### config.mk
export PLATFORM = sky130hd
export DESIGN_NAME = lds_front
export DESIGN_NICKNAME = d
export VERILOG_FILES = /design/src/rtl/core/lds_pkg.sv /design/src/rtl/core/lds_front.sv
export SDC_FILE = /design/constraint.sdc
export NUM_CORES = 1
export LEC_CHECK = 0
export BUFFER_PORTS_ARGS = -buffer_cell sky130_fd_sc_hd__buf_4
export CAP_MARGIN = 40
export CORE_MARGIN = 2
export CORE_UTILIZATION = 48
export CTS_BUF_LIST = sky130_fd_sc_hd__clkbuf_8
export CTS_CLUSTER_DIAMETER = 50
export DETAILED_ROUTE_END_ITERATION = 6
export GPL_ROUTABILITY_DRIVEN = 0
export HOLD_SLACK_MARGIN = 0.05
export MAX_ROUTING_LAYER = met4
export PLACE_DENSITY = 0.87
export RECOVER_POWER = 25
export SYNTH_ARGS = -nofsm -noshare
export SYNTH_HDL_FRONTEND = slang
export SYNTH_SLANG_ARGS = --single-unit
### constraint.sdc
create_clock -name aclk -period 3.8 [get_ports aclk]
set_input_delay 0.57 -clock aclk [delete_from_list [all_inputs] [get_ports aclk]]
set_output_delay 0.57 -clock aclk [all_outputs]
set_load 0.02 [all_outputs]
### src/rtl/core/lds_pkg.sv
// Shared types and constants for the L4 destination-port frame steering block.
// No dependencies; imported by every module under rtl/core.
package lds_pkg;

    // Table geometry
    localparam int unsigned PORT_TABLE_DEPTH = 65536;
    localparam int unsigned PORT_AW          = $clog2(PORT_TABLE_DEPTH);
    localparam int unsigned SOCKET_SLOTS_DEF = 128;
    localparam int unsigned QIDX_W           = 7;
    localparam int unsigned OP_W             = 2;
    localparam int unsigned POS_W            = 6;

    // Result queue between classifier and output
    localparam int unsigned FIFO_DEPTH = 4;
    localparam int unsigned FIFO_AW    = $clog2(FIFO_DEPTH);
    localparam int unsigned FIFO_CW    = FIFO_AW + 1;

    // Word kinds carried on s_tuser
    localparam logic [OP_W-1:0] OP_FRAME   = 2'd0;
    localparam logic [OP_W-1:0] OP_PORT_WR = 2'd1;
    localparam logic [OP_W-1:0] OP_SOCK_WR = 2'd2;

    // Byte offsets within the frame
    localparam logic [POS_W-1:0] POS_MAX      = 6'd63;
    localparam logic [POS_W-1:0] POS_ETYPE_HI = 6'd12;
    localparam logic [POS_W-1:0] POS_ETYPE_LO = 6'd13;
    localparam logic [POS_W-1:0] V4_HDR_POS   = 6'd14;
    localparam logic [POS_W-1:0] V4_PROTO_POS = 6'd23;
    localparam logic [POS_W-1:0] V4_PORT_HI   = 6'd36;
    localparam logic [POS_W-1:0] V4_PORT_LO   = 6'd37;
    localparam logic [POS_W-1:0] V6_PROTO_POS = 6'd20;
    localparam logic [POS_W-1:0] V6_PORT_HI   = 6'd56;
    localparam logic [POS_W-1:0] V6_PORT_LO   = 6'd57;

    // Header field values
    localparam logic [15:0] TYPE_V4   = 16'h0800;
    localparam logic [15:0] TYPE_V6   = 16'h86dd;
    localparam logic [7:0]  PROTO_TCP = 8'd6;
    localparam logic [7:0]  PROTO_UDP = 8'd17;
    localparam logic [3:0]  IHL_PLAIN = 4'd5;

    typedef enum logic [1:0] {
        KIND_NONE  = 2'd0,
        KIND_V4    = 2'd1,
        KIND_V6    = 2'd2,
        KIND_OTHER = 2'd3
    } kind_t;

    // Table access requests from the classifier
    typedef struct packed {
        logic               port_wr_en;
        logic [PORT_AW-1:0] port_wr_addr;
        logic               port_wr_val;
        logic               port_rd_en;
        logic [PORT_AW-1:0] port_rd_addr;
        logic               sock_wr_en;
        logic               sock_rd_en;
        logic [QIDX_W-1:0]  sock_idx;
        logic               sock_wr_val;
    } tbl_req_t;

    // Frame summary held while the table reads land
    typedef struct packed {
        logic              valid;
        logic              hdr_ok;
        logic              port_seen;
        logic [QIDX_W-1:0] queue;
    } s1_t;

    typedef struct packed {
        logic              verdict;
        logic [QIDX_W-1:0] target_queue;
    } result_t;

endpackage

### src/rtl/core/lds_front.sv
// Frame classifier: tracks byte position, ethertype, IP header checks and port.
// Depends on lds_pkg; drives table requests and the per-frame summary register.
module lds_front (
    input  logic                        aclk,
    input  logic                        aresetn,
    input  logic                        accept,
    input  logic [lds_pkg::OP_W-1:0]    op,
    input  logic [7:0]                  data_byte,
    input  logic                        last_byte,
    input  logic [lds_pkg::QIDX_W-1:0]  queue_index,
    input  logic [lds_pkg::PORT_AW-1:0] port_number,
    input  logic                        flag_value,
    output lds_pkg::tbl_req_t           req,
    output lds_pkg::s1_t                s1
);
    import lds_pkg::*;

    logic [POS_W-1:0] pos_reg, pos_next;
    kind_t            kind_reg, kind_next;
    logic             hok_reg, hok_next;
    logic [7:0]       phb_reg, phb_next;
    logic             seen_reg, seen_next;
    s1_t              s1_reg, s1_next;

    // Parse one word and build table requests
    always_comb begin
        kind_t      k_upd;
        logic       h_upd;
        logic [7:0] p_upd;
        logic       s_upd;
        logic       proto_ok;

        k_upd    = kind_reg;
        h_upd    = hok_reg;
        p_upd    = phb_reg;
        s_upd    = seen_reg;
        proto_ok = (data_byte == PROTO_TCP) || (data_byte == PROTO_UDP);

        pos_next  = pos_reg;
        kind_next = kind_reg;
        hok_next  = hok_reg;
        phb_next  = phb_reg;
        seen_next = seen_reg;
        s1_next   = '0;
        s1_next.queue = queue_index;

        req              = '0;
        req.port_wr_addr = port_number;
        req.port_wr_val  = flag_value;
        req.port_rd_addr = {phb_reg, data_byte};
        req.sock_idx     = queue_index;
        req.sock_wr_val  = flag_value;

        if (accept) begin
            unique case (op)
                OP_PORT_WR: req.port_wr_en = 1'b1;
                OP_SOCK_WR: req.sock_wr_en = 1'b1;
                OP_FRAME: begin
                    if (pos_reg == POS_ETYPE_HI) begin
                        p_upd = data_byte;
                    end else if (pos_reg == POS_ETYPE_LO) begin
                        if ({phb_reg, data_byte} == TYPE_V4) begin
                            k_upd = KIND_V4;
                        end else if ({phb_reg, data_byte} == TYPE_V6) begin
                            k_upd = KIND_V6;
                        end else begin
                            k_upd = KIND_OTHER;
                        end
                        p_upd = 8'd0;
                    end else if (kind_reg == KIND_V4) begin
                        if (pos_reg == V4_HDR_POS && data_byte[3:0] != IHL_PLAIN) h_upd = 1'b0;
                        if (pos_reg == V4_PROTO_POS && !proto_ok) h_upd = 1'b0;
                        if (pos_reg == V4_PORT_HI) p_upd = data_byte;
                        if (pos_reg == V4_PORT_LO) begin
                            req.port_rd_en = 1'b1;
                            s_upd          = 1'b1;
                        end
                    end else if (kind_reg == KIND_V6) begin
                        if (pos_reg == V6_PROTO_POS && !proto_ok) h_upd = 1'b0;
                        if (pos_reg == V6_PORT_HI) p_upd = data_byte;
                        if (pos_reg == V6_PORT_LO) begin
                            req.port_rd_en = 1'b1;
                            s_upd          = 1'b1;
                        end
                    end

                    if (pos_reg != POS_MAX) pos_next = pos_reg + 1'b1;
                    kind_next = k_upd;
                    hok_next  = h_upd;
                    phb_next  = p_upd;
                    seen_next = s_upd;

                    // End of frame: hand off summary, return to reset state
                    if (last_byte) begin
                        req.sock_rd_en    = 1'b1;
                        s1_next.valid     = 1'b1;
                        s1_next.hdr_ok    = h_upd && (k_upd == KIND_V4 || k_upd == KIND_V6);
                        s1_next.port_seen = s_upd;
                        pos_next  = '0;
                        kind_next = KIND_NONE;
                        hok_next  = 1'b1;
                        phb_next  = 8'd0;
                        seen_next = 1'b0;
                    end
                end
                default: ;
            endcase
        end
    end

    // Per-frame state
    always_ff @(posedge aclk) begin
        if (!aresetn) begin
            pos_reg  <= '0;
            kind_reg <= KIND_NONE;
            hok_reg  <= 1'b1;
            phb_reg  <= 8'd0;
            seen_reg <= 1'b0;
            s1_reg   <= '0;
        end else begin
            pos_reg  <= pos_next;
            kind_reg <= kind_next;
            hok_reg  <= hok_next;
            phb_reg  <= phb_next;
            seen_reg <= seen_next;
            s1_reg   <= s1_next;
        end
    end

    assign s1 = s1_reg;

endmodule

# Word level (Yosys, flattened, before mapping)
# Cells that the tools add are included.
[op_classes]
mux = 48
n_lt_le_gt_ge = 0
addsub = 1
n_reduce_logical = 16
n_eq_ne = 22
div = 0
n_bitwise = 0
n_mul = 0
n_shift = 0
[op_table]
columns = ["cell", "n"]
rows = [
  ["$mux 8", 7],
  ["$mux 1", 31],
  ["$eq 6x6->1 const B", 4],
  ["$eq 6x4->1 const B", 3],
  ["$eq 16x12->1 const B", 1],
  ["$eq 16x16->1 const B", 1],
  ["$mux 2", 7],
  ["$eq 6x5->1 const B", 2],
  ["$mux 6", 2],
  ["$reduce_bool 5->1", 2],
  ["$eq 8x3->1 const B", 1],
  ["$eq 8x5->1 const B", 1],
  ["$add 6x1->6 const B", 1],
  ["$eq 2x1->1 const B", 3],
  ["$eq 2x2->1 const B", 3],
  ["$ne 6x6->1 const B", 1],
  ["$reduce_and 3->1", 2],
  ["$ne 5x4->1 const B", 1],
  ["$reduce_and 5->1", 1],
  ["$logic_and 1x1->1", 4],
  ["$ne 4x3->1 const B", 1],
  ["$reduce_and 4->1", 1],
  ["$mux 3", 1],
  ["$logic_not 2->1", 1],
  ["other kinds (4)", 5],
]
[word_totals]
romBits = 0
ramBits = 0
word_cells = 96
memories = 0
register_bits = 28
latchBits = 0

# Logic depth before layout (Yosys ltp)
# Gate-level depths: netlist of the first run.
[logic_depth]
word_depth = 13
ltp_mapped = 7

# Least setup slack after synthesis of the first run
# No wires, ideal clock.
[synth_path]
path_type = "register -> register"
startpoint = "reg pos_reg[0]"
endpoint = "reg hok_reg"
t_required_ns = 3.683
path_stages_with_launch = 7
slack_ns = 1.906
arrival_time_ns = 1.777
n_path_buf = 0
cell_sequence = "dfxtp_1 inv_1 ha_1 or2_2 or3_1 a221o_1 o22a_1"
[synth_via]
elab_chain_len = 10
elab_cells_between_ends = 18
[synth_rtl]
columns = ["item", "line_no", "rtl"]
rows = [
  ["start, declared", "lds_front.sv:18", "logic [POS_W-1:0] pos_reg, pos_next;"],
  ["start signal, assigned", "lds_front.sv:121", "pos_reg <= pos_next;"],
  ["$eq 6x5->1 or $eq 6x4->1 (tied branches)", "lds_front.sv:79, lds_front.sv:71", ""],
  ["$logic_and 1x1->1 (on tied branches)", "lds_front.sv:79, lds_front.sv:71", ""],
  ["$mux 1 (on tied branches)", "lds_front.sv:79, lds_front.sv:71", ""],
  ["$mux 1 (on tied branches)", "lds_front.sv:78, lds_front.sv:72", ""],
  ["$mux 1", "lds_front.sv:70", "end else if (kind_reg == KIND_V4) begin"],
  ["$mux 1", "lds_front.sv:61", "end else if (pos_reg == POS_ETYPE_LO) begin"],
  ["$mux 1 (*)", "lds_front.sv:59", "if (pos_reg == POS_ETYPE_HI) begin"],
  ["$mux 1 (*)", "lds_front.sv:55", "unique case (op)"],
  ["$mux 1 (*)", "lds_front.sv:54", "if (accept) begin"],
  ["$mux 1 (*)", "lds_front.sv:94", "if (last_byte) begin"],
  ["end signal, assigned", "lds_front.sv:123", "hok_reg <= hok_next;"],
  ["end, declared", "lds_front.sv:20", "logic hok_reg, hok_next;"],
]
# Mark *: on every way between the ends. The rest lies on a longest branch, timed or not. The select of a mux whose other input is x is not followed.
# A chain may end at the register's enable or synchronous reset.

==> results of run 1 <==
area by class of cell:
cell class	instances	area share, %
Inverter	7	1.41
Sequential cell	28	30.0
Timing Repair Buffer	57	22.7
Multi-Input combinational cell	101	39.1
Clock buffer	3	2.21
Tap cell	44	2.95
Clock inverter	1	1.61
tightest hold or removal path, cell delays in order (launching register included):
cell and delay [ps]:
dfxtp_1 340, a31oi_1 40, nor2_1 70
worst paths after layout:
kind	start	endpoint	slack, ps	cells past startpoint
setup / recovery	pos_reg[4]	req[26]	1600	5
hold / removal	seen_reg	seen_reg	490	2
setup reg to reg	pos_reg[0]	hok_reg	1710	6
hold reg to reg	seen_reg	seen_reg	490	2
routing by layer:
| metal | routed length (um) | up-vias | GRT usage (%) |
|---|---|---|---|
| met1 | 1480 | 594 | 22.4 |
| met5 | 0 | - | - |
| met4 | 46 | 0 | 7.60 |
| met2 | 1470 | 48 | 27.8 |
| met3 | 278 | 6 | 3.36 |
| li1 | - | 641 | - |
cell usage after synthesis, drive strengths merged (2+ instances only):
| library cell | instances |
|---|---|
| buf | 36 |
| dfxtp | 28 |
| nor2 | 9 |
| a21oi | 8 |
| a22o | 8 |
| and2 | 8 |
| inv | 7 |
| nand2 | 7 |
| ha | 4 |
| nand3 | 4 |
| nor3 | 4 |
| a31oi | 3 |
| nor4 | 3 |
| o21ai | 3 |
| or3 | 3 |
| a211o | 2 |
| a22oi | 2 |
| a32oi | 2 |
| and3 | 2 |
| and3b | 2 |
| nand3b | 2 |
| nand4b | 2 |
| nor4b | 2 |
| nor4bb | 2 |
| or2 | 2 |
| xnor2 | 2 |
kinds of logic after synthesis:
group / count (synthesis) / synth area share [%]
AOI/OAI and AO/OA: 34 / 17.3
xor gates and xnor gates: 3 / 1.65
adders and majority gates: 4 / 3.14
buffers and inverters: 44 / 19.1
DFF: 28 / 35.2
and+or+nand+nor: 60 / 23.7
metrics by stage:
| step | setup slack, ps | hold WS, ps | utilization (%) | instances | power, W |
|---|---|---|---|---|---|
| finish | 1600 | 487 | 60.2 | 241 | 0.000616 |
| global route | 1470 | 510 | 60.2 | 241 | 0.000636 |
| CTS | 1620 | 487 | 60.3 | 241 | 0.000620 |
| detailed placement | 1650 | 465 | 58.0 | 237 | 0.000390 |
| global placement | 1700 | 456 | 58.0 | 237 | 0.000389 |
| floorplan | 1910 | 438 | - | 173 | 0.000381 |
power by group through the flow:
| stage | clock network (W) | logic (W) | registers (W) |
|---|---|---|---|
| after floorplan | 0 | 0.0000698 | 0.000311 |
| after global placement | 0 | 0.0000831 | 0.000306 |
| after detailed placement | 0 | 0.0000844 | 0.000306 |
| after CTS | 0.000236 | 0.0000847 | 0.000299 |
| after global routing | 0.000246 | 0.0000900 | 0.000300 |
| final | 0.000233 | 0.0000834 | 0.000299 |
==> impl_results.md, run 1 <==
* CP Capture Type: primary output
* Mapped Cells at 173
* Worst Tran Pin Value at between 700 and 800 ps
* Post-DP HPWL at approximately 2500 um
* Hold-fix buffers, CTS at 0
* Grt total ovfl at 0
* Largest net degree at the start of global routing at 17
* Syn avg cell area at around 9.2 um^2
* Arrival time worst endpoint at 1630 ps
* Most common cell after layout, fill and taps aside: buf_4
* Clk Latency, worst-skew pair at 280 ps
* Tcrit/Tclk final at slightly below 60%
* Mapped Nets at 215
* Worst hold-check path type: register to register
* Initial antenna violation count at 0
* Most frequent cells in the layout: buf_4 (56), dfxtp_1 (28), nor2_1 (9)
* Netlist Area Pre-Place at around 1600 um^2
* Top Family by Delay on Critical Path: simple AND/OR/NAND/NOR gates
* Cells along the critical path: nand4b_1, o22ai_1, and2_1, and3_1, buf_4
* I/O Buffers at 57
* Startpoint Class: register
* H-tree depth at 1
* DR pass1 iterations at 5
* Post-route ant nets at 0
* Clk pwr share at roughly 38%
* Total Die Area at about 3800 um^2
* Crit-path max FO at 8
* P_leak at 0.785 nW
* Skew final at roughly 5.3 ps
* I/O pin count at 93
* Starting Density at between 50% and 60%
* RSZ-0062 raised after global routing: no
* # setup viols final at 0
* Status: completed
* Net count, final at 240
* Post-route DRC violation count at 0
* Async S/R FF share, synth at 0%
* Clock sink count at 28
* Number of DRC markers in iteration 0 at between 40 and 50
* Predominant post-synthesis flop cell: dfxtp_1
* Slowest-stage cell, CP: dfxtp_1
* Clock-pin slew on the worst setup and hold paths at about 100 ps
* Vias per inst at approximately 5.3
* Ys Warns at 0
* #FFs+latches synth at 28
* Post-Layout Inst Area at 1870 um^2
* Synth area leader: dfxtp_1
* Clk root buf: clkbuf_8
* Maximum clock rate at about 0.45 GHz
* Total global-route track usage at between 15 and 20%
* Sequential Power Share at approximately half
* First-pass GRT wire length at a little under 5000 um
* Relative slew slack at a little over half
* P_int at between 0.0004 and 0.0005 W
* Synth cell types at 46
* Vias in the first global route at ~1100
* CP required at 3230 ps
* Total CTS buffers at 3
* Antenna diodes at 0
* Postcts setup bufs at 0
* Logic pwr share at between 10% and 20%
* Pwr Density at between 300 and 400 nW/um^2
* Core Area at between 3000 and 4000 um^2
* Area occupied by multi-input gates at between 700 and 800 um^2
* Fin. Hold Viols at 0
* Register area at 561 um^2
* DIE WIDTH at ~60 um
* Fin crit period at about 2200 ps
* Slew Viols, Final at 0
* Final wirelength at between 3000 and 4000 um
* Fraction of layout cells with a size suffix above 1 at about a third
* Sw frac at between 20% and 30%
* DR WL/cell at 13.6 um
* Crit path buf inv count at 1
* Core Rows at 20
* Max Buffers Root-to-Sink at 2
* Ranking of synthesized cells by area: dfxtp_1 (35%), buf_4 (16%), a22o_1 (4.4%)
* Area delta synth->final at 17.1%
* Crit path kind: register to primary output
* Cell Area, Placed at 1800 um^2
* CTS tree: yes
* Filler Cells Inserted at approximately 280
* Via count at around 1300
* Max Cap Viol at 0
* Peak VDD IR at 336 uV
* Die height at around 62 um
* CTS resizes at 0
* Post-synthesis sequential area ratio at between 30% and 40%
* Max incr delay on CP at between 400 and 500 ps
* Yosys top cell area share at between 30% and 40%
* Max FFs per register at 10
* Setup tns final at 0 ps
* Number of enable flip-flop cells after synthesis at 0
* Sw Pwr at 0.000140 W
Note: power is estimated with default switching activity, not from simulation.
==> run 2: changes to the inputs <==
--- a/config.mk
+++ b/config.mk
@@ -8,14 +8,14 @@
 export BUFFER_PORTS_ARGS = -buffer_cell sky130_fd_sc_hd__buf_4
 export CAP_MARGIN = 40
 export CORE_MARGIN = 2
-export CORE_UTILIZATION = 48
+export CORE_UTILIZATION = 41
 export CTS_BUF_LIST = sky130_fd_sc_hd__clkbuf_8
 export CTS_CLUSTER_DIAMETER = 50
 export DETAILED_ROUTE_END_ITERATION = 6
 export GPL_ROUTABILITY_DRIVEN = 0
 export HOLD_SLACK_MARGIN = 0.05
 export MAX_ROUTING_LAYER = met4
-export PLACE_DENSITY = 0.87
+export PLACE_DENSITY = 0.79
 export RECOVER_POWER = 25
 export SYNTH_ARGS = -nofsm -noshare
 export SYNTH_HDL_FRONTEND = slang
==> constraint.sdc (replaced) <==
create_clock -name aclk -period 1.8 [get_ports aclk]
set_input_delay 0.27 -clock aclk [delete_from_list [all_inputs] [get_ports aclk]]
set_output_delay 0.27 -clock aclk [all_outputs]
set_load 0.02 [all_outputs]
==> impl_results.md, run 2 (synthesis results as in run 1) <==
* H-tree depth at 1 (unchanged)
* Setup WS pre-CTS at 16.9 ps (-1630 ps)
* Fraction of layout cells with a size suffix above 1 at 47.0% (+13 points)
* Status: completed
* Final wirelength at 3610 um (+10%)
* Total CTS buffers at 3 (unchanged)
* Arrival time worst endpoint at 1480 ps (-150 ps)
* Worst hold-check path type: primary input to register
* Relative slew slack at 75.6% (+23 points)
* Area delta synth->final at 30.1%
* Fin crit period at around 1700 ps
* Total global-route track usage at 16.9% (-0.96 points)
* Skew final at 2.52 ps (-2.78 ps)
* Maximum clock rate at around 0.57 GHz
* Post-route DRC violation count at 0 (unchanged)
* Crit path buf inv count at 2 (+1)
* Clock-pin slew on the worst setup and hold paths at 90 ps (about the same)
* Initial antenna violation count at 0 (unchanged)
* PnR Total Power at 0.00130 W (+110%)
* DR WL/cell at 13.6 um (about the same)
* Slowest-stage cell, CP: dfxtp_2
* Slew Viols, Final at 0 (unchanged)
* Placed cells at 257 (+8.4%)
* Top Family by Delay on Critical Path: simple AND/OR/NAND/NOR gates
* Tcrit/Tclk final at a little under 100%
* Crit-path max FO at 5 (-3)
* Net count, final at 260 (+8.3%)
* Via count at 1381 (+7.1%)
* Post-DP HPWL at 2770 um (+8.9%)
* DIE WIDTH at 66.4 um (+7.7%)
* Max FFs per register at 10 (unchanged)
* First-pass GRT wire length at 5610 um (+14%)
* CTS tree: yes
* Pwr Density at 628 nW/um^2 (+90%)
* Clock sink count at 28 (unchanged)
* Total Die Area at 4400 um^2 (+16%)
* Fin Hold WS at 214 ps (-274 ps)
* P_leak at 0.890 nW (+13%)
* Worst Setup Slack, final at 50.7 ps (-1550 ps)
* Startpoint Class: register
* Cells along the critical path: buf_6, nand4bb_1, o22ai_2, and2_4, and3_4, buf_6
* Clk Latency, worst-skew pair at 270 ps (about the same)
* # setup viols final at 0 (unchanged)
* DR pass1 iterations at 4 (-1)
* Starting Density at 43.2% (-8.2 points)
* I/O pin count at 93 (unchanged)
* Core Rows at 22 (+10%)
* Most frequent cells in the layout: buf_4 (73), dfxtp_1 (25), nor2_1 (9)
* Vias per inst at 5.21 (-2.6%)
* Post-route ant nets at 0 (unchanged)
* Max incr delay on CP at 330 ps (-140 ps)
* Crit path kind: register to primary output
* CP required at 1530 ps (-1700 ps)
* Worst Tran Pin Value at 365 ps (-339 ps)
* Antenna diodes at 0 (unchanged)
* Most frequent CP cell: buf_6
* CP Capture Type: primary output
* Grt total ovfl at 0 (unchanged)
* Die height at 66.4 um (+7.7%)
* Vias in the first global route at 1247 (+12%)
* Max Cap Viol at 0 (unchanged)
* I/O Buffers at 57 (unchanged)
* RSZ-0062 raised after global routing: yes
* Finished Layout Cells at 265 (+10%)
* Max Buffers Root-to-Sink at 2 (unchanged)
* Clk root buf: clkbuf_8
* Largest net degree at the start of global routing at 17 (unchanged)
* Most common cell after layout, fill and taps aside: buf_4
* Peak VDD IR at 269 uV (-20%)
* Core Area at 3690 um^2 (+19%)
* Setup tns final at 0 ps (unchanged)
* Number of DRC markers in iteration 0 at 47 (+9.3%)
* Fin. Hold Viols at 0 (unchanged)
## run 2: timing repair
action | in CTS | in global routing
buffers inserted | 2 | 2
resized for setup | 4 | 11
setup endpoints to repair | 1 | 7
hold buffers | 0 | 0
pin swaps | 2 | 7
## run 2: cell type report
cell class | count | area, um^2
Clock buffer | 3 | 41.3
Clock inverter | 1 | 30.0
Fill cell | 346 | 1620
Inverter | 7 | 26.3
Multi-Input combinational cell | 101 | 766
Sequential cell | 28 | 564
Tap cell | 48 | 60.1
Timing Repair Buffer | 77 | 586
## run 2: metrics by stage
stage / cell area, um^2 / utilization [%]
detailed placement: 1930 / 52.4
global route: 2070 / 56.2
global placement: 1930 / 52.4
finish: 2070 / 56.2
floorplan: 1600 / -
CTS: 2040 / 55.2
## run 2: final timing paths
| kind | startpoint | to | slack [ps] | cells after the start |
|---|---|---|---|---|
| min reg2reg | seen_reg | seen_reg | 490 | 2 |
| min | queue_index[1] | s1[1] | 210 | 2 |
| max | pos_reg[3] | req[26] | 50 | 6 |
| max reg2reg | kind_reg[1] | phb_reg[1] | 60 | 6 |
## run 2: worst register-to-register path: stages (launching register included)
cell and delay, ps:
dfxtp_1 430, nand4bb_1 170, o22ai_2 90, and2_4 160, buf_4 130, o2111a_1 360
a22o_1 290
## run 2: power breakdown
part	total, W	leakage, nW	internal [W]	switching (W)
sequential	0.000631	0.229	0.000628	0.00000288
combinational	0.000187	0.625	0.0000881	0.0000988
clock	0.000483	0.0357	0.000297	0.000185
total	0.00130	0.890	0.00101	0.000287
## run 2: routing by layer
layer  vias up  routed length, um  GRT usage, %
met5         -                  0             -
met4         0                 51          7.14
met3         6                342          3.58
met2        66               1700          28.0
met1       631               1510          19.6
li1        678                  -             -
