==> config.mk <==
export PLATFORM = sky130hd
export DESIGN_NAME = lds_fifo
export DESIGN_NICKNAME = d
export VERILOG_FILES = /design/src/rtl/core/lds_pkg.sv /design/src/rtl/core/lds_fifo.sv
export SDC_FILE = /design/constraint.sdc
export NUM_CORES = 1
export LEC_CHECK = 0
export ABC_AREA = 1
export BUFFER_PORTS_ARGS = -buffer_cell sky130_fd_sc_hd__buf_2
export CAP_MARGIN = 40
export CORE_MARGIN = 5
export CORE_UTILIZATION = 50
export CTS_CLUSTER_DIAMETER = 150
export DETAILED_ROUTE_END_ITERATION = 10
export GPL_TIMING_DRIVEN = 0
export PLACE_DENSITY_LB_ADDON = 0.3
export SLEW_MARGIN = 20
export SYNTH_ARGS = -nofsm -noshare
export SYNTH_HDL_FRONTEND = slang
export SYNTH_SLANG_ARGS = --single-unit
==> constraint.sdc <==
create_clock -name aclk -period 1.6 [get_ports aclk]
set_clock_uncertainty 0.05 [all_clocks]
set_input_delay 0.48 -clock aclk [delete_from_list [all_inputs] [get_ports aclk]]
set_output_delay 0.48 -clock aclk [all_outputs]
set_load 0.01 [all_outputs]
==> src/rtl/core/lds_pkg.sv <==
// Shared types and constants for the L4 destination-port frame steering block.
// No dependencies; imported by every module under rtl/core.
package lds_pkg;

    // Table geometry
    localparam int unsigned PORT_TABLE_DEPTH = 65536;
    localparam int unsigned PORT_AW          = $clog2(PORT_TABLE_DEPTH);
    localparam int unsigned SOCKET_SLOTS_DEF = 128;
    localparam int unsigned QIDX_W           = 7;
    localparam int unsigned OP_W             = 2;
    localparam int unsigned POS_W            = 6;

    // Result queue between classifier and output
    localparam int unsigned FIFO_DEPTH = 4;
    localparam int unsigned FIFO_AW    = $clog2(FIFO_DEPTH);
    localparam int unsigned FIFO_CW    = FIFO_AW + 1;

    // Word kinds carried on s_tuser
    localparam logic [OP_W-1:0] OP_FRAME   = 2'd0;
    localparam logic [OP_W-1:0] OP_PORT_WR = 2'd1;
    localparam logic [OP_W-1:0] OP_SOCK_WR = 2'd2;

    // Byte offsets within the frame
    localparam logic [POS_W-1:0] POS_MAX      = 6'd63;
    localparam logic [POS_W-1:0] POS_ETYPE_HI = 6'd12;
    localparam logic [POS_W-1:0] POS_ETYPE_LO = 6'd13;
    localparam logic [POS_W-1:0] V4_HDR_POS   = 6'd14;
    localparam logic [POS_W-1:0] V4_PROTO_POS = 6'd23;
    localparam logic [POS_W-1:0] V4_PORT_HI   = 6'd36;
    localparam logic [POS_W-1:0] V4_PORT_LO   = 6'd37;
    localparam logic [POS_W-1:0] V6_PROTO_POS = 6'd20;
    localparam logic [POS_W-1:0] V6_PORT_HI   = 6'd56;
    localparam logic [POS_W-1:0] V6_PORT_LO   = 6'd57;

    // Header field values
    localparam logic [15:0] TYPE_V4   = 16'h0800;
    localparam logic [15:0] TYPE_V6   = 16'h86dd;
    localparam logic [7:0]  PROTO_TCP = 8'd6;
    localparam logic [7:0]  PROTO_UDP = 8'd17;
    localparam logic [3:0]  IHL_PLAIN = 4'd5;

    typedef enum logic [1:0] {
        KIND_NONE  = 2'd0,
        KIND_V4    = 2'd1,
        KIND_V6    = 2'd2,
        KIND_OTHER = 2'd3
    } kind_t;

    // Table access requests from the classifier
    typedef struct packed {
        logic               port_wr_en;
        logic [PORT_AW-1:0] port_wr_addr;
        logic               port_wr_val;
        logic               port_rd_en;
        logic [PORT_AW-1:0] port_rd_addr;
        logic               sock_wr_en;
        logic               sock_rd_en;
        logic [QIDX_W-1:0]  sock_idx;
        logic               sock_wr_val;
    } tbl_req_t;

    // Frame summary held while the table reads land
    typedef struct packed {
        logic              valid;
        logic              hdr_ok;
        logic              port_seen;
        logic [QIDX_W-1:0] queue;
    } s1_t;

    typedef struct packed {
        logic              verdict;
        logic [QIDX_W-1:0] target_queue;
    } result_t;

endpackage

==> src/rtl/core/lds_fifo.sv <==
// Verdict queue between the classifier and the result stream.
// Depends on lds_pkg; reports room including a word still in flight.
module lds_fifo (
    input  logic             aclk,
    input  logic             aresetn,
    input  logic             push,
    input  lds_pkg::result_t push_data,
    input  logic             inflight,
    output logic             room,
    output logic             out_valid,
    input  logic             out_ready,
    output lds_pkg::result_t out_data
);
    import lds_pkg::*;

    result_t            fifo_mem_reg [FIFO_DEPTH];
    logic [FIFO_AW-1:0] wr_ptr_reg, wr_ptr_next;
    logic [FIFO_AW-1:0] rd_ptr_reg, rd_ptr_next;
    logic [FIFO_CW-1:0] count_reg, count_next;
    logic               pop;

    assign pop = out_valid && out_ready;

    // Pointer and fill tracking
    always_comb begin
        wr_ptr_next = wr_ptr_reg;
        rd_ptr_next = rd_ptr_reg;
        count_next  = count_reg;
        if (push) wr_ptr_next = wr_ptr_reg + 1'b1;
        if (pop)  rd_ptr_next = rd_ptr_reg + 1'b1;
        if (push && !pop)      count_next = count_reg + 1'b1;
        else if (!push && pop) count_next = count_reg - 1'b1;
    end

    always_ff @(posedge aclk) begin
        if (!aresetn) begin
            wr_ptr_reg <= '0;
            rd_ptr_reg <= '0;
            count_reg  <= '0;
        end else begin
            wr_ptr_reg <= wr_ptr_next;
            rd_ptr_reg <= rd_ptr_next;
            count_reg  <= count_next;
        end
    end

    always_ff @(posedge aclk) begin
        if (push) fifo_mem_reg[wr_ptr_reg] <= push_data;
    end

    assign room      = (count_reg + FIFO_CW'(inflight)) < FIFO_CW'(FIFO_DEPTH);
    assign out_valid = count_reg != '0;
    assign out_data  = fifo_mem_reg[rd_ptr_reg];

endmodule

After elaboration in Yosys (flattened, before gate mapping). Memories as Yosys holds them, arrays and structs flattened. A register that Yosys moved wholly into a read port is not among the register bits. Index checks and enable logic that the tools add are counted.

Flip-flop bits (word level): 7. Memory bits (writable): 32. Bits of input ports: 13. Output and inout port bits: 10. Logic and storage cells: 23. Memories: 1.

$add $sub $neg: 5. Magnitude comparators: 1. Multiplexer cells: 6. Reductions and logical operators: 7.

Memory list: fifo_mem_reg (words 4, width 8, read ports 1, clocked after memory_dff 1, wr ports 1, line lds_fifo.sv:16) `result_t fifo_mem_reg [FIFO_DEPTH];`.

Operators by type and width (number): $mux W3 (2); $add A2 B1 Y2 const B (2); $mux W2 (2); $add A3 B1 Y3 (1); $add A3 B1 Y3 const B (1); $logic_and A1 B1 Y1 (3); $lt A3 B3 Y1 const B (1); $reduce_bool A3 Y1 (1); $sub A3 B1 Y3 const B (1); $logic_not A1 Y1 (2); $mux W1 (2); $reduce_bool A2 Y1 (1).

Depth between registers and ports, before layout. Gate-level depths: netlist of the first run.

Word-level depth: 5. Gate-level depth with buffers: 12. Depth with buffers taken out: 12.

Worst setup path before layout of the first run. Ideal clock, no wire load.

Kind: flip-flop to flip-flop. From: register count_reg[0]. To: register count_reg[1]. Setup time: 0.116 ns. Arrival time: 1.523 ns. Required time: 1.434 ns. Path slack: -0.089 ns. Cell stages (with the launch flop): 9. Path buffers: 0. Clock period less this slack: 1.689 ns. Path through: dfxtp_1 -> nor2_1 -> nand2_1 -> nand2_2 -> ha_1 -> inv_1 -> fa_1 -> o21ai_0 -> nor2_1.

Longest elaborated chain between the ends: 5. Elaborated cells between the ends (all ways): 10. Those cells by class: add/sub: 2; mux: 2; reduce/logical: 6.

RTL lines: start: declaration (line lds_fifo.sv:19) `logic [FIFO_CW-1:0] count_reg, count_next;`; start signal: assignment (line lds_fifo.sv:43) `count_reg <= count_next;`; $reduce_bool A3 Y1 (line lds_fifo.sv:52) `assign out_valid = count_reg != '0;`; named net out_valid (line lds_fifo.sv:10) `output logic out_valid,`; $logic_and A1 B1 Y1 (line lds_fifo.sv:22) `assign pop = out_valid && out_ready;`; $logic_not A1 Y1 (line lds_fifo.sv:31) `if (push && !pop) count_next = count_reg + 1'b1;`; $logic_and A1 B1 Y1 (line lds_fifo.sv:31); $mux W3 (line lds_fifo.sv:31); named net count_next[1] (line lds_fifo.sv:19).

The timed path passes the listed nets, and every way through them passes these cells. The select of a mux whose other input is x is not followed. A chain may end at the register's enable or synchronous reset.

==> results.yml, run 1 <==
run_status:
  status: "finished, violations left"
  violations: "setup timing"
drt:
  dr.pass1.iters: 4
  routed_wl_microns: 3620
  initialDrtViolationCount: 55
  top_layer: "met4"
  post-route-drc-count: 0
  vias: 1165
  route.met3.wl_microns: 149
  wl_per_cell_microns: 15.6
  detail_route.vias_per_cell: 5.02
  wl_met1_microns: 1470
  met2WireLength_microns: 1940
  ant_nets: 0
yosys:
  synth_edf_count: 32
  synthAdderAreaFrac: 0.0495
  synth_flop_cell: "edfxtp_1"
  synth_common_cells: "32 x edfxtp_1, 21 x nor2_1, 15 x inv_1, 15 x o21ai_0, 14 x nand2_1"
  async_flop_share: 0
  synth_xor_area_frac: 0.0105
  synth_mux_area_frac: 0
  avgSynthCellArea_sq_um: 11.9
  synth.cell_area_sq_mm: 0.00167
  synth_cell_types: 18
  synthCells: 140
  synth-simple-area-share: 0.0982
  ys_warn_count: 0
  synth_nets: 159
  synth.area.top_cells: "edfxtp_1 58%, dfxtp_1 11%, nor2_1 4.7%, o21ai_0 4.5%, ha_1 3.7%"
  synth_most_common_cell: "edfxtp_1"
  yosysTopAreaCell: "edfxtp_1"
  synth_compound_area_frac: 0.109
  seq_area_frac_synth: 0.684
  ys_ff_latch: 41
  synth.top_cell.area_share: 0.576
  synth_top_family_by_area: "compound AO/OA/AOI/OAI gates"
floorplan:
  fp.dieW_microns: 67.8
  core_sq_mm: 0.00328
  io_pins: 23
  initial_utilization: 0.508
  die_y_microns: 67.8
  dieArea_sq_mm: 0.00459
  rows: 21
global_route:
  grt_remaining_overflow: 0
  grt_max_degree: 13
  antenna_found_initial: 0
  grt_pass1_wl_microns: 5370
  grt_util_all_layers: 0.167
  grt_pass1_vias: 1188
power:
  cellLeakagePower_nw: 0.892
  finalPower_mw: 3.46
  vdd_drop_max_mv: 0.862
  pwr_density_cell_mw_per_mm2: 1550
cells_and_area:
  syn2layout_area_growth_pct: 34.0
  layout-drive-gt1-share: 0.435
  nets: 204
  largest_reg_flops: 32
  final_util: 0.681
  n_antenna_cell: 0
  fin_area_sq_mm: 0.00224
timing:
  finalMaxSlewViolations: 0
  hold_violations: 0
  period_share: 1.18
  fin_ws_ns: -0.282
  period_minus_slack_ns: 1.88
  max_freq_mhz: 531
  whs_ns: 0.286
  tns_ns: -2.33
  finalSetupViolCount: 11
  slew_headroom: 0.735
  grt_setup_unrepaired: "yes"
  worst_pin_slew_ns: 0.397
clock_tree:
  cts_buffers: 5
  root_buffer: "clkbuf_4"
  clock_latency_ns: 0.34
  cts_tree: "done"
  ctsHoldBuffers: 0
  cts-htree-levels: 2
  cts.clk_slew.worst_paths_ns: 0.12
  clockBufferDepth: 2
  cts_sinks: 41
setup_path:
  crit_fanout: 6
  cpMaxStageDelayCell: "dfxtp_4"
  startpoint_type: "flip-flop"
  crit_path_end_kind: "output port"
  ff2ff_setup_slack_ns: -0.09
  worst_ep_required_time_ns: 1.07
  path_cells: "inv_8, buf_8, nor2_2, o22ai_2, buf_2"
  crit_path_max_incr_delay_ns: 0.41
  critical_path_arrival_ns: 1.35
  criticalPathCategory: "reg -> out"
placed_design:
  routabilityCongestion: 0.738
  io_buffers: 22
  place_hpwl_microns: 2060
  place_area_sq_mm: 0.00186
flow_run:
  maxCapViolations: 0
worst_hold_path:
  hold_path.class: "in -> reg"
==> per-layer routing <==
layer,GRT usage,up-vias
met5,0,-
met4,0.102,0
met3,0.0399,5
met2,0.289,21
met1,0.184,563
li1,-,576
==> final timing paths <==
path	startpoint	end	depth (start not counted)
worst max-delay path	flip-flop	out_data[7]	5
worst min-delay path	push_data[4]	fifo_mem_reg[0][4]	1
worst max register to register	count_reg[1]	count_reg[2]	12
worst min register to register	rd_ptr_reg[1]	flip-flop	2
==> final cells by class <==
cell class | instances | area, sq um
flip-flops and latches | 41 | 1160
fillers | 226 | 1050
multi-input cells | 81 | 562
repair buffers | 38 | 272
inverters | 16 | 72.6
well taps | 46 | 57.6
clock buffers | 7 | 55.1
clock inverters | 1 | 30.0
plain buffers | 2 | 30.0
==> cell families after synthesis <==
family / count (synthesis)
compound gates: 32
xor+xnor: 2
fa+ha+maj: 6
buf+inv: 18
flops: 41
simple gates: 41
==> metrics by stage <==
stage                     setup WS (ns)  std cells
after floorplan                 -0.0168        140
after global routing             -0.335        232
final                            -0.282        232
after global placement          -0.0971        208
after detailed placement         -0.157        208
after CTS                        -0.275        228
==> cells in the final DEF (no fill, tap or decap), types with 2 or more instances in the layout <==
cell type	Yosys	layout
inv_4	0	2
a21oi_1	5	5
nor2_2	1	2
nand3_2	0	2
nand2_1	14	11
inv_1	15	12
nand3_1	4	2
nor2_4	0	3
dfxtp_1	9	4
buf_8	0	2
nand2_4	0	2
buf_4	0	11
o21ai_1	1	3
nor2_1	21	17
o22ai_1	8	5
edfxtp_1	32	32
clkbuf_4	0	5
xor2_1	2	2
ha_1	5	4
o21ai_2	3	8
dfxtp_4	0	4
nand2_2	1	2
o21ai_0	15	7
buf_2	0	21
buf_6	2	5
o22ai_2	0	3
==> report_power, final <==
part | switching, mW | internal, mW | leakage (nW)
clock | 0.327 | 0.373 | 0.0455
sequential | 0.113 | 1.27 | 0.371
combinational | 0.690 | 0.687 | 0.475
==> timing repair <==
action | CTS | global route
pin swaps | 11 | 12
gates cloned | 1 | 0
setup endpoints to repair | 12 | 12
setup buffers | 11 | 4
resized for setup | 31 | 22
==> critical path: cells and delay by family, from the launching register on <==
kind / cells / cell delay [ns]
AOI/OAI and AO/OA: 1 / 0.16
DFF: 1 / 0.41
buffers and inverters: 3 / 0.38
and+or+nand+nor: 1 / 0.04
(Power assumes the default switching activity.)
==> run 2, diff against run 1 <==
--- a/config.mk
+++ b/config.mk
@@ -7,13 +7,14 @@
 export LEC_CHECK = 0
 export ABC_AREA = 1
 export BUFFER_PORTS_ARGS = -buffer_cell sky130_fd_sc_hd__buf_2
-export CAP_MARGIN = 40
+export CAP_MARGIN = 10
 export CORE_MARGIN = 5
 export CORE_UTILIZATION = 50
 export CTS_CLUSTER_DIAMETER = 150
 export DETAILED_ROUTE_END_ITERATION = 10
-export GPL_TIMING_DRIVEN = 0
+export GPL_TIMING_DRIVEN = 1
 export PLACE_DENSITY_LB_ADDON = 0.3
+export RECOVER_POWER = 50
 export SLEW_MARGIN = 20
 export SYNTH_ARGS = -nofsm -noshare
 export SYNTH_HDL_FRONTEND = slang
==> run 2 against run 1 <==
The flow still finishes with violations (setup timing). Core utilization fell by 3.5 points. Sequential cell count did not move. Global-route usage fell by 0.32 points. Setup slack improved by 0.095 ns. Critical path depth fell by 1. First-iteration DRC count fell by 40%. Critical endpoint unchanged. Critical path type unchanged.
==> results.yml, run 2 (synthesis results as in run 1) <==
floorplan:
  fp.dieW_microns: 67.8
  dieArea_sq_mm: 0.00459
  rows: 21
  die_y_microns: 67.8
  initial_utilization: 0.508
  core_sq_mm: 0.00328
  io_pins: 23
power:
  pwr_density_cell_mw_per_mm2: 1420
  cellLeakagePower_nw: 0.828
  finalPower_mw: 3.01
  vdd_drop_max_mv: 0.626
timing:
  slew_headroom: 0.757
  hold_violations: 0
  period_share: 1.12
  fin_ws_ns: -0.188
  grt_setup_unrepaired: "yes"
  worst_pin_slew_ns: 0.364
  finalSetupViolCount: 12
  finalMaxSlewViolations: 0
  period_minus_slack_ns: 1.79
  max_freq_mhz: 559
setup_path:
  startpoint_type: "flip-flop"
  critical_path_arrival_ns: 1.26
  crit_path_max_incr_delay_ns: 0.41
  worst_ep_required_time_ns: 1.07
  crit_fanout: 8
  cpMaxStageDelayCell: "dfxtp_4"
  regToRegStartpoint: "count_reg[1]"
  crit_path_end_kind: "output port"
  reg2reg_depth: 10
  criticalPathCategory: "reg -> out"
  path_cells: "buf_8, o21ai_2, o22ai_1, buf_2"
cells_and_area:
  final_common_cell: "edfxtp_1"
  layout_common_cells: "32 x edfxtp_1, 18 x nor2_1, 15 x nand2_1"
  n_antenna_cell: 0
  nets: 202
  largest_reg_flops: 32
  layout-drive-gt1-share: 0.332
  fin_area_sq_mm: 0.00212
  syn2layout_area_growth_pct: 27.1
drt:
  post-route-drc-count: 0
  wl_per_cell_microns: 14.5
  dr.pass1.iters: 4
  detail_route.vias_per_cell: 5.00
  routed_wl_microns: 3330
  vias: 1150
  ant_nets: 0
  initialDrtViolationCount: 33
global_route:
  grt_pass1_wl_microns: 5270
  antenna_found_initial: 0
  grt_remaining_overflow: 0
  busiest_layer: "met2"
  grt_pass1_vias: 1145
  use_met1: 0.175
  met3_usage: 0.0549
  met2_usage: 0.295
  grt_max_degree: 17
  grt_util_all_layers: 0.164
worst_hold_path:
  hold_depth: 1
  hold_path.class: "in -> reg"
  hold_start: "push_data[4]"
run_status:
  violations: "setup timing"
  status: "finished, violations left"
placed_design:
  routabilityCongestion: 0.750
  place_area_sq_mm: 0.00194
  place_hpwl_microns: 2200
  io_buffers: 22
clock_tree:
  cts_buffers: 5
  clockBufferDepth: 2
  clock_latency_ns: 0.33
  cts_sinks: 41
  root_buffer: "clkbuf_4"
  cts-htree-levels: 2
  ctsHoldBuffers: 0
  cts.clk_slew.worst_paths_ns: 0.12
  cts_tree: "done"
flow_run:
  maxCapViolations: 0
run 2: cell count changes in the layout (fill, tap and decap cells not counted), moves of 2 or more:
cell / delta
clkbuf_1: +9
buf_2: -8
nand2_1: +4
buf_4: -3
buf_12: +2
dfxtp_4: -2
nand2_2: -2
nand2_4: -2
nor2_4: -2
o21ai_1: +2
o22ai_1: +2
o22ai_2: -2
run 2: stage by stage:
step | setup TNS (ns) | hold slack [ns] | std cells | setup slack, ns | util
global route | -2.95 | 0.321 | 230 | -0.290 | 0.646
detailed placement | -0.218 | 0.444 | 216 | -0.124 | 0.590
CTS | -1.68 | 0.283 | 228 | -0.207 | 0.634
finish | -1.83 | 0.342 | 230 | -0.188 | 0.646
global placement | -0.121 | 0.447 | 216 | -0.0679 | 0.590
floorplan | -0.0168 | 0.415 | 140 | -0.0168 | -
run 2: per-layer routing:
metal | vias to the layer above | wire length [microns]
met5 | - | 0
met3 | 4 | 159
li1 | 574 | -
met4 | 0 | 34
met2 | 22 | 1760
met1 | 550 | 1380
run 2: cell type report:
| class | instances | area, sq um |
|---|---|---|
| clock buffers | 8 | 58.8 |
| well taps | 46 | 57.6 |
| repair buffers | 38 | 278 |
| multi-input cells | 81 | 505 |
| fillers | 254 | 1160 |
| flip-flops and latches | 41 | 1150 |
| inverters | 16 | 70.1 |
run 2: final timing paths:
kind                            slack [ns]            endpoint
worst max-delay path                 -0.19         out_data[7]
worst max register to register       -0.13        count_reg[2]
worst min register to register        0.45           flip-flop
worst min-delay path                  0.34  fifo_mem_reg[1][4]
run 2: critical path, delay by kind of cell (launching register included):
family                 cells  cell delay (ns)
flip-flops                 1             0.41
buffers and inverters      2             0.31
AO/OA/AOI/OAI              2             0.22
run 2: what timing repair did:
| action | CTS | global route |
|---|---|---|
| buffers inserted | 4 | 2 |
| endpoints found under the hold margin | 0 | 0 |
| gates resized for setup | 24 | 18 |
| setup endpoints to repair | 12 | 12 |
| pin swaps | 9 | 15 |
run 2: power breakdown:
part           total, mW  internal, mW  switching, mW
combinational       1.14         0.544          0.598
sequential          1.35          1.26         0.0897
clock              0.514         0.217          0.297
total               3.01          2.02          0.984
==> run 3, diff against run 2 <==
--- a/config.mk
+++ b/config.mk
@@ -8,6 +8,7 @@
 export ABC_AREA = 1
 export BUFFER_PORTS_ARGS = -buffer_cell sky130_fd_sc_hd__buf_2
 export CAP_MARGIN = 10
+export CORE_ASPECT_RATIO = 1.2
 export CORE_MARGIN = 5
 export CORE_UTILIZATION = 50
 export CTS_CLUSTER_DIAMETER = 150
==> run 3 against run 2 <==
The flow still finishes with violations (setup timing). Non-clock buffer count up 3. Setup slack better by 0.064 ns. Cell count down 2.6%. Sequential power about the same. Clock power up 21%. Core utilization up 1.2 points. Combinational power up 4%. Routed wire length down 1.5%. Cell area up 1.7%. Global-route usage down 1.2 points. Largest cell class unchanged.
==> results.yml, run 3 (synthesis results as in run 1) <==
setup_path:
  criticalPathCategory: "reg -> out"
  startpoint_type: "flip-flop"
  crit_fanout: 8
  crit_path_end_kind: "output port"
  critical_path_arrival_ns: 1.19
  worst_ep_required_time_ns: 1.07
  ff2ff_setup_slack_ns: -0.07
power:
  netSwitchingFraction: 0.323
  pwr-share-comb: 0.374
  cellLeakagePower_nw: 0.852
  netSwitchingPower_mw: 1.03
  pwr_density_cell_mw_per_mm2: 1470
  pwr-share-seq: 0.429
  vdd_drop_max_mv: 1.36
  clkPwrFrac: 0.197
  intPower_mw: 2.15
  finalPower_mw: 3.17
placed_design:
  dp_cells: 209
  place_hpwl_microns: 2220
  io_buffers: 22
  routabilityCongestion: 0.738
  pre_cts_ws_ns: -0.112
  place_area_sq_mm: 0.00194
floorplan:
  fp.dieW_microns: 62.7
  core_sq_mm: 0.00328
  initial_utilization: 0.509
  dieArea_sq_mm: 0.00460
  die_y_microns: 73.3
  rows: 23
  io_pins: 23
drt:
  detail_route.vias_per_cell: 5.13
  post-route-drc-count: 0
  routed_wl_microns: 3280
  initialDrtViolationCount: 44
  dr.pass1.iters: 4
  vias: 1149
  wl_per_cell_microns: 14.6
  ant_nets: 0
timing:
  finalMaxSlewViolations: 0
  finalSetupViolCount: 11
  max_freq_mhz: 580
  tns_ns: -0.978
  period_minus_slack_ns: 1.72
  period_share: 1.08
  worst_pin_slew_ns: 0.361
  hold_violations: 0
  slew_headroom: 0.759
  whs_ns: 0.396
  grt_setup_unrepaired: "yes"
  fin_ws_ns: -0.124
global_route:
  grt_pass1_vias: 1230
  grt_remaining_overflow: 0
  antenna_found_initial: 0
  grt_max_degree: 17
  grt_util_all_layers: 0.152
  grt_pass1_wl_microns: 5300
cells_and_area:
  layout_common_cells: "32 x edfxtp_1, 19 x nor2_1, 13 x buf_2"
  multi_input_area_sq_um: 509
  final_cells: 224
  n_antenna_cell: 0
  regArea_sq_mm: 0.00115
  syn2layout_area_growth_pct: 29.2
  fin_area_sq_mm: 0.00216
  layout-drive-gt1-share: 0.358
  final_common_cell: "edfxtp_1"
  nets: 205
  fillCellCount: 285
  final_util: 0.658
  largest_reg_flops: 32
clock_tree:
  cts.clk_slew.worst_paths_ns: 0.07
  cts-htree-levels: 2
  cts_sinks: 41
  cts_tree: "done"
  ctsHoldBuffers: 0
  clockBufferDepth: 2
  cts_buffers: 5
  root_buffer: "clkbuf_8"
  clock_latency_ns: 0.28
worst_hold_path:
  hold_path.class: "in -> reg"
run_status:
  violations: "setup timing"
  status: "finished, violations left"
flow_run:
  maxCapViolations: 0
## run 3: cell count changes in the layout (fill, tap and decap cells not counted), sizes merged
cell,previous run,this run
buf,30,32
clkbuf,16,15
clkinv,0,2
## run 3: final cells by class
cell class / instances / area share
multi-input cells: 81 / 0.236
clock inverters: 2 / 0.00464
clock buffers: 6 / 0.0336
well taps: 37 / 0.0215
inverters: 16 / 0.0313
flip-flops and latches: 41 / 0.535
repair buffers: 41 / 0.137
## run 3: path summary, 6_finish.rpt
path / startpoint / endpoint / cells past startpoint
worst min-delay path: push_data[7] / fifo_mem_reg[2][7] / 1
worst max register to register: count_reg[1] / count_reg[2] / 12
worst max-delay path: flip-flop / out_data[6] / 4
worst min register to register: rd_ptr_reg[1] / flip-flop / 2
## run 3: critical path: stages, from the launching register on
cell and delay (ns):
dfxtp_4 0.39, buf_6 0.14, o21ai_2 0.06, o22ai_1 0.16, buf_2 0.15
## run 3: what timing repair did
action | 4_1_cts | 5_1_grt
endpoints found under the setup margin | 12 | 12
gates resized for setup | 28 | 13
pin swaps | 15 | 13
buffers inserted | 3 | 4
endpoints found under the hold margin | 0 | 0
## run 3: per-layer routing
metal  GRT usage  up-vias  routed length [microns]
met5           0        -                        0
met4      0.0708        0                       38
met3      0.0505        6                      217
met2       0.302       33                     1920
met1       0.136      532                     1100
li1            -      578                        -
## run 3: power by group through the flow
stage               sequential [mW]  clock (mW)  combinational (mW)
finish                         1.36       0.624                1.19
global route                   1.37       0.694                1.30
CTS                            1.35       0.645                1.07
detailed placement             1.35           0               0.908
global placement               1.34           0               0.866
floorplan                      1.35           0               0.553
